## config.mk

```make
export PLATFORM = sky130hd
export DESIGN_NAME = sfs_step
export DESIGN_NICKNAME = d
export VERILOG_FILES = /design/src/rtl/core/sfs_pkg.sv /design/src/rtl/core/sfs_step.sv
export SDC_FILE = /design/constraint.sdc
export NUM_CORES = 1
export LEC_CHECK = 0
export ABC_AREA = 1
export ABC_CLOCK_PERIOD_IN_PS = 3100
export CORE_MARGIN = 2
export CORE_UTILIZATION = 33
export DETAILED_ROUTE_END_ITERATION = 7
export DONT_BUFFER_PORTS = 1
export GPL_TIMING_DRIVEN = 0
export PLACE_DENSITY_LB_ADDON = 0.12
export SKIP_LAST_GASP = 1
export SLEW_MARGIN = 20
export SYNTH_ARGS = -nofsm -noshare
export SYNTH_HDL_FRONTEND = slang
export SYNTH_SLANG_ARGS = --single-unit
```

## constraint.sdc

```tcl
create_clock -name vclk -period 3.1
set_clock_uncertainty 0.15 [all_clocks]
set_input_delay 0.31 -clock vclk [all_inputs]
set_output_delay 0.31 -clock vclk [all_outputs]
set_load 0.01 [all_outputs]
```

## src/rtl/core/sfs_pkg.sv

```systemverilog
`timescale 1ns / 1ps

package sfs_pkg;

    localparam int unsigned CFG_IDX_W  = 2;
    localparam int unsigned CFG_DATA_W = 7;

    localparam logic [CFG_IDX_W-1:0] REG_FRAME_COUNT = 2'd0;
    localparam logic [CFG_IDX_W-1:0] REG_PING_PONG   = 2'd1;
    localparam logic [CFG_IDX_W-1:0] REG_REPEAT_MODE = 2'd2;

    localparam logic [1:0] OP_LOAD  = 2'd0;
    localparam logic [1:0] OP_START = 2'd1;
    localparam logic [1:0] OP_TICK  = 2'd2;
    localparam logic [1:0] OP_NONE  = 2'd3;

    typedef struct packed {
        logic [1:0]  op;
        logic [5:0]  frame_slot;
        logic [15:0] load_x;
        logic [15:0] load_y;
        logic [15:0] load_w;
        logic [15:0] load_h;
        logic [15:0] load_duration;
    } t_in_item;

    typedef struct packed {
        logic [15:0] rect_x;
        logic [15:0] rect_y;
        logic [15:0] rect_w;
        logic [15:0] rect_h;
        logic [5:0]  shown_frame;
        logic        frame_changed;
        logic        finished;
        logic        running;
    } t_out_item;

    // fresh: ticks not yet loaded, the count is the stored duration of index
    typedef struct packed {
        logic [5:0]  index;
        logic        backward;
        logic [15:0] ticks;
        logic        fresh;
        logic        active;
    } t_chan_state;

    typedef struct packed {
        logic changed;
        logic finished;
    } t_step_flags;

endpackage

```

## src/rtl/core/sfs_step.sv

```systemverilog
`timescale 1ns / 1ps

module sfs_step #(
    parameter int unsigned MAX_FRAMES = 64
) (
    input  logic [1:0]          i_op,
    input  logic [5:0]          i_slot,
    input  sfs_pkg::t_chan_state i_state,
    input  logic [15:0]         i_dur,
    input  logic [6:0]          i_frame_count,
    input  logic                i_ping_pong,
    input  logic                i_repeat_mode,
    output sfs_pkg::t_chan_state o_state,
    output sfs_pkg::t_step_flags o_flags
);

    localparam int unsigned MaxLen = (MAX_FRAMES > 127) ? 127 : MAX_FRAMES;

    logic [6:0]  strip_len;
    logic [6:0]  last;
    logic        at_end;
    logic [15:0] ticks_now;
    logic [5:0]  adv_idx;
    logic        adv_back;
    logic        adv_fin;

    always_comb begin
        if (i_frame_count == 7'd0) begin
            strip_len = 7'd1;
        end else if (i_frame_count > 7'(MaxLen)) begin
            strip_len = 7'(MaxLen);
        end else begin
            strip_len = i_frame_count;
        end
        last      = strip_len - 7'd1;
        at_end    = {1'b0, i_state.index} >= last;
        ticks_now = i_state.fresh ? i_dur : i_state.ticks;
    end

    always_comb begin
        adv_idx  = i_state.index;
        adv_back = i_state.backward;
        adv_fin  = 1'b0;
        if (at_end) begin
            if (i_ping_pong) begin
                if (last == 7'd0) begin
                    adv_back = 1'b0;
                    adv_fin  = !i_repeat_mode;
                    adv_idx  = 6'd0;
                end else begin
                    adv_back = 1'b1;
                    adv_idx  = 6'(last - 7'd1);
                end
            end else if (i_repeat_mode) begin
                adv_idx = 6'd0;
            end else begin
                adv_fin = 1'b1;
            end
        end else if (i_state.index == 6'd0) begin
            if (i_state.backward) begin
                adv_back = 1'b0;
                adv_fin  = i_ping_pong && !i_repeat_mode;
            end
            adv_idx = 6'd1;
        end else begin
            adv_idx = i_state.backward ? i_state.index - 6'd1 : i_state.index + 6'd1;
        end
    end

    always_comb begin
        o_state = i_state;
        o_flags = '0;
        unique case (i_op)
            sfs_pkg::OP_LOAD: begin
                // pin the count before the store entry it depends on changes
                if (i_state.fresh && i_slot == i_state.index) begin
                    o_state.ticks = i_dur;
                    o_state.fresh = 1'b0;
                end
            end
            sfs_pkg::OP_START: begin
                o_state.index    = 6'd0;
                o_state.backward = 1'b0;
                o_state.fresh    = 1'b1;
                o_state.active   = 1'b1;
                o_flags.changed  = 1'b1;
            end
            sfs_pkg::OP_TICK: begin
                if (i_state.active) begin
                    if (ticks_now <= 16'd1) begin
                        o_state.backward = adv_back;
                        if (adv_fin) begin
                            o_state.ticks    = 16'd0;
                            o_state.fresh    = 1'b0;
                            o_state.active   = 1'b0;
                            o_flags.finished = 1'b1;
                        end else begin
                            o_state.index   = adv_idx;
                            o_state.fresh   = 1'b1;
                            o_flags.changed = 1'b1;
                        end
                    end else begin
                        o_state.ticks = ticks_now - 16'd1;
                        o_state.fresh = 1'b0;
                    end
                end
            end
            default: begin
            end
        endcase
    end

endmodule

```

==> run metrics, run 1 <==
drt total wl 9.784 mm; cells along the critical path clkinv_8 -> nand2_4 -> nor2_4 -> nand2_2 -> nand2_2 -> inv_2 -> ha_4 -> inv_2 -> buf_4 -> buf_4 -> buf_4 -> nor2_2 -> nand2_1 -> nand2_1 -> nand2_2 -> nand2_4 -> nand4_4 -> nand2_2 -> nor2_4 -> buf_6 -> o21ai_4 -> nand3_2 -> nand3_2 -> nand2_2; layout cells sized above 1 0.2932; GPL Wtd Cong 0.9181; pre-CTS WS -0.3894 ns; Seq/Total Area, Yosys 0; post-synth net total 583; most frequent CP cell nand2_2; status finished, final reports clean; via count 3346; Clock power frac 0; pwr dens 143.9 nW/um^2; flip-flop and latch area 0 sq um; cts hold-fix bufs 0; Gate power share 1.000; Worst Path Buf+Inv 7; Yosys warning count 0; drc violations 0; Seq Cell Count 0; clock buffers 0; Antenna Cells 0; worst hold slack 0.5892 ns; Tot GR Track Use 0.2088; Worst Path Arrival 2.56 ns; Flop pwr share 0; row count 33; initial core utilization 0.3347; nets 607; Die ar. 8949 sq um; fin crit share 0.9727; Fill cells 923; setup tns final 0 ns; CP startpoint kind input port; switch share 0.6232; relative slew slack 0.5252; Fin. Hold Viols 0; synthesized netlist cell count 510; largest net degree at the start of global routing 11; hold depth 2; Placeable Area 8093 sq um; first-pass GRT wire length 15.24 mm; Tmin final 3.015 ns; Area Growth Syn to Fin 25.87%; Leak 0.001590 uW; Crit path depth 24; final setup margin 0.08457 ns; kind of critical path in -> out; cell taking the most area after synthesis nand2_1; worst slew pin tran 0.7047 ns; PortBufs 0; worst-path maximum fanout 10; CP Capture Type output port; Synth top area share 0.1871; DP HPWL 7.504 mm; grt total ovfl 0; post-synthesis cell type count 43; most area-consuming cells after synthesis nand2_1, inv_1, a21oi_1; Slew Viols, Final 0; slowest cell on the critical path o21ai_4; # IOs 85; Final Setup Violations 0; worst stage delay on the critical path 0.28 ns; vias in the first global route 3088; die span in y 94.60 um; CP delay by family, top simple AND/OR/NAND/NOR gates; Pint 184.9 uW; worst hold path type in -> out; P_sw 305.8 uW; WL per Instance 15.36 um; fmax 331.6 MHz; max_cap viols 0; VDD IR-drop max 0.06422 mV; RSZ-0062 raised after global routing true; Synth Area per Inst 5.311 sq um; data required time of the worst path 2.64 ns; vias per cell 5.253; die width 94.60 um; Antenna Nets Post-Route 0; overall power 490.6 uW; initial antenna violation count 0; drt initial violations 151; synthesized area 2709 sq um; TritonRoute pass-1 iters 4
cell type report:
type / count / area, sq um / area share
Multi-Input combinational cell: 419 / 2604 / 0.7637
Inverter: 79 / 385.4 / 0.1130
Timing Repair Buffer: 22 / 188.9 / 0.05541
Tap cell: 105 / 131.4 / 0.03853
Buffer: 12 / 100.1 / 0.02936
synth_stat cells (all sizes together):
cell	n
nor3	9
clkbuf	7
o21bai	4
or2	2
xor2	7
inv	77
fa	1
a311oi	1
buf	5
nand4	8
o2111ai	1
clkinv	2
ha	14
a22oi	5
nand3b	1
a31oi	6
nor3b	1
nor4	4
nand3	39
o22ai	10
a21oi	52
nor2	68
xnor2	3
a32oi	1
o21ai	38
nand2	144
power groups by stage:
stage               registers [uW]  logic (uW)  clock network [uW]
finish                           0         491                   0
global route                     0         547                   0
CTS                              0         446                   0
detailed placement               0         401                   0
global placement                 0         397                   0
floorplan                        0         328                   0
cell usage in the layout, fill, tap and decap left out, types with 7 or more instances in the layout:
cell type  synthesis  routed
o21ai_0           23      18
inv_1             69      59
inv_2              7      10
xor2_1             7       7
nand2_1          135     100
buf_4              0      20
nor2_1            54      50
clkbuf_1           7       7
nor3_1             8       8
nand2_2            6      38
nand3_1           34      22
o22ai_1           10      10
a21oi_1           49      46
nor2_2             7       9
o21ai_1            7       7
ha_1              14      11
nor2_4             7       9
o21ai_2            7      11
nand3_2            3      13
metrics by stage:
stage,util,instance area [sq um],instances
after global routing,0.4213,3410,637
after floorplan,-,2709,510
after global placement,0.3510,2840,615
final,0.4213,3410,637
after detailed placement,0.3510,2840,615
after CTS,0.3898,3154,632
final timing paths:
check,start,end,slack [ns]
worst max-delay path,i_frame_count[1],o_state[21],0.08
worst min-delay path,i_state[23],o_state[23],0.59
routing by layer:
| metal | global-route usage | part of all wire | vias up |
|---|---|---|---|
| met5 | 0 | 0 | - |
| met4 | 0 | 0 | 0 |
| met3 | 0.02554 | 0.068 | 0 |
| met2 | 0.3387 | 0.45 | 107 |
| met1 | 0.3125 | 0.48 | 1507 |
| li1 | - | - | 1732 |
timing repair:
action | in CTS | in global routing
cloned | 1 | 0
pin swaps | 17 | 33
resized for setup | 64 | 55
setup buffers | 16 | 5
endpoints found under the setup margin | 27 | 26
endpoints found under the hold margin | 0 | 0
kinds of logic after synthesis:
logic type | count (synthesis) | synth area share
simple gates | 276 | 0.4845
compound gates | 118 | 0.2637
buf+inv | 91 | 0.1473
fa+ha+maj | 15 | 0.07206
xor+xnor | 10 | 0.03233
Power figures use the tool's default switching activity.
==> run 2, diff against run 1 <==
ABC_AREA = unset   (was 1)
BUFFER_PORTS_ARGS = -buffer_cell sky130_fd_sc_hd__buf_2   (was unset)
DONT_BUFFER_PORTS = unset   (was 1)
==> run metrics, run 2 <==
Placeable Area 6314 sq um (was 8093 sq um); setup tns final -18.08 ns (was 0 ns); Finished Layout Cells 513 (was 637); final setup margin -0.8269 ns (was 0.08457 ns); synthesized area 2143 sq um (was 2709 sq um); Seq Cell Count 0 (unchanged); Area Growth Syn to Fin 55.75% (was 25.87%); fin crit share 1.267 (was 0.9727); largest net degree at the start of global routing 11 (unchanged); commonest non-fill, non-tap cell in the layout buf_2 (was nand2_1); vias per cell 5.721 (was 5.253); synthesized netlist cell count 317 (was 510); CP Capture Type output port (unchanged); Leak 0.001467 uW (was 0.001590 uW); pwr dens 155.0 nW/um^2 (was 143.9 nW/um^2); hold_sp i_state[17] (was i_state[23]); dpl cells 477 (was 615); failing checks setup timing; P_sw 272.1 uW (was 305.8 uW); first-pass GRT wire length 13.50 mm (was 15.24 mm); GPL Wtd Cong 0.8058 (was 0.9181); Pint 245.4 uW (was 184.9 uW); kind of critical path in -> out (unchanged); via count 2935 (was 3346); switch share 0.5257 (was 0.6232); Antenna Nets Post-Route 0 (unchanged); data required time of the worst path 2.64 ns (about the same); commonest cells after routing, fill and taps aside buf_2, buf_4, nor2_1 (was nand2_1, inv_1, nor2_1); max_cap viols 0 (unchanged); slowest cell on the critical path a2111o_1 (was o21ai_4); die width 84.59 um (was 94.60 um); WL per Instance 16.19 um (was 15.36 um); initial antenna violation count 0 (unchanged); drt initial violations 216 (was 151); row count 29 (was 33); Fin. Hold Viols 0 (unchanged); Die ar. 7155 sq um (was 8949 sq um); PortBufs 83 (was 0); fmax 254.7 MHz (was 331.6 MHz); Seq/Total Area, Yosys 0 (unchanged); Tmin final 3.927 ns (was 3.015 ns); most frequent cell after synthesis nor2_1 (was nand2_1); worst slew pin tran 1.022 ns (was 0.7047 ns); Yosys warning count 0 (unchanged); drt total wl 8.308 mm (was 9.784 mm); most area-consuming cells after synthesis ha_1, nor2_1, xnor2_1 (was nand2_1, inv_1, a21oi_1); status complete, but fails checks (was finished, final reports clean); worst stage delay on the critical path 0.48 ns (was 0.28 ns); Slew Viols, Final 0 (unchanged); hold depth 3 (was 2); TritonRoute pass-1 iters 5 (was 4); VDD IR-drop max 0.08141 mV (was 0.06422 mV); Hold EP o_state[17] (was o_state[23]); vias in the first global route 2741 (was 3088); Tot GR Track Use 0.2194 (was 0.2088); nets 511 (was 607); worst hold path type in -> out (unchanged); Clock power frac 0 (about the same); Synth Area per Inst 6.761 sq um (was 5.311 sq um); cell taking the most area after synthesis ha_1 (was nand2_1); clock buffers 0 (unchanged); drc violations 0 (unchanged); DP HPWL 6.021 mm (was 7.504 mm); Flop pwr share 0 (about the same); Worst Path Arrival 3.47 ns (was 2.56 ns); post-synthesis cell type count 62 (was 43); worst-path maximum fanout 5 (was 10); flip-flop and latch area 0 sq um (unchanged); Antenna Cells 0 (unchanged); CP startpoint kind input port (unchanged); Final Setup Violations 27 (was 0); synth cell count leaders nor2_1, a21oi_1, nand2_1, inv_1, o21ai_0 (was nand2_1, inv_1, nor2_1, a21oi_1, nand3_1); post-synth net total 390 (was 583); relative slew slack 0.3126 (was 0.5252); layout cells sized above 1 0.4151 (was 0.2932); grt total ovfl 0 (unchanged); Gate power share 1.000 (about the same); die span in y 84.59 um (was 94.60 um); cells along the critical path buf_12 -> nor3_4 -> a21oi_2 -> nor2_2 -> inv_2 -> ha_4 -> ha_4 -> a2111o_1 -> a221oi_2 -> o21ai_2 -> a2111o_1 -> o31a_4 -> a31o_4 -> buf_6 -> a221o_1 -> buf_2 (was clkinv_8 -> nand2_4 -> nor2_4 -> nand2_2 -> nand2_2 -> inv_2 -> ha_4 -> inv_2 -> buf_4 -> buf_4 -> buf_4 -> nor2_2 -> nand2_1 -> nand2_1 -> nand2_2 -> nand2_4 -> nand4_4 -> nand2_2 -> nor2_4 -> buf_6 -> o21ai_4 -> nand3_2 -> nand3_2 -> nand2_2); RSZ-0062 raised after global routing true (unchanged); initial core utilization 0.3395 (was 0.3347); Synth top area share 0.08173 (was 0.1871); # IOs 85 (unchanged)
==> run 2: cell types whose count changed in the layout (fill, tap and decap cells not counted), sizes merged, moves of 7 or more <==
cell and delta:
nor2b +9, nand3 -32, a221o +12, xnor2 +11, nor2 -27, o21ai -21, nand2 -126, inv -58
a21oi -34, mux2i +10, o22ai -7, buf +98
==> run 2: power by group through the flow <==
| stage | combinational (uW) | sequential [uW] | clock, uW |
|---|---|---|---|
| floorplan | 280 | 0 | 0 |
| global placement | 426 | 0 | 0 |
| detailed placement | 428 | 0 | 0 |
| CTS | 487 | 0 | 0 |
| global route | 565 | 0 | 0 |
| finish | 517 | 0 | 0 |
==> run 2: how the worst max path moves through the flow <==
| stage | startpoint | end | slack, ns |
|---|---|---|---|
| after global placement | i_frame_count[6] | o_state[22] | -1.06 |
| after detailed placement | i_state[1] | o_state[10] | -1.07 |
| after CTS | i_frame_count[1] | o_state[11] | -0.76 |
| after global routing | i_frame_count[3] | o_state[11] | -0.92 |
| after floorplan | i_frame_count[3] | o_state[10] | -0.52 |
| final | i_frame_count[3] | o_state[11] | -0.83 |
==> run 2: layout make-up <==
cell class,instances,area (sq um)
Fill cell,634,2975
Tap cell,77,96.34
Multi-Input combinational cell,284,2312
Buffer,15,100.1
Inverter,17,63.81
Timing Repair Buffer,120,765.7
==> run 2: per-layer routing <==
layer / up-vias / GRT usage / routed length (um)
li1: 1454 / - / -
met1: 1384 / 0.3316 / 4060
met2: 93 / 0.3601 / 3767
met3: 4 / 0.01475 / 456
met4: 0 / 0.005772 / 24
met5: - / 0 / 0
==> run 2: what timing repair did <==
item / in CTS / in global routing
pin swaps: 33 / 17
resized for setup: 48 / 24
endpoints found under the setup margin: 27 / 27
hold endpoints to repair: 0 / 0
hold buffers: 0 / 0
gates cloned: 1 / 0
setup buffers: 29 / 7
==> run 2: logic make-up after synthesis <==
logic type / count (synthesis) / share of synthesized area
compound gates: 110 / 0.3923
buf+inv: 33 / 0.06246
simple gates: 119 / 0.2814
fa+ha+maj: 15 / 0.09107
xor+xnor: 27 / 0.1103
mux: 13 / 0.06246
==> run 2: worst max-delay path, delay by kind of cell <==
family	cells	cell delay [ns]
AO/OA/AOI/OAI	8	1.99
buffers and inverters	4	0.44
adder cells (fa/ha/maj)	2	0.38
AND/OR/NAND/NOR	2	0.33
==> run 2: metrics by stage <==
step	power, uW	cell area, sq um	worst slack (ns)	hold slack (ns)	util
4_1_cts	486.9	3172	-0.7611	0.7948	0.5024
5_1_grt	564.6	3338	-0.9204	0.8150	0.5287
3_5_place_dp	427.7	2775	-1.071	0.7899	0.4396
3_3_place_gp	425.8	2775	-1.059	0.7883	0.4396
2_1_floorplan	280.5	2263	-0.5166	0.5921	-
6_report	517.5	3338	-0.8269	0.7949	0.5287
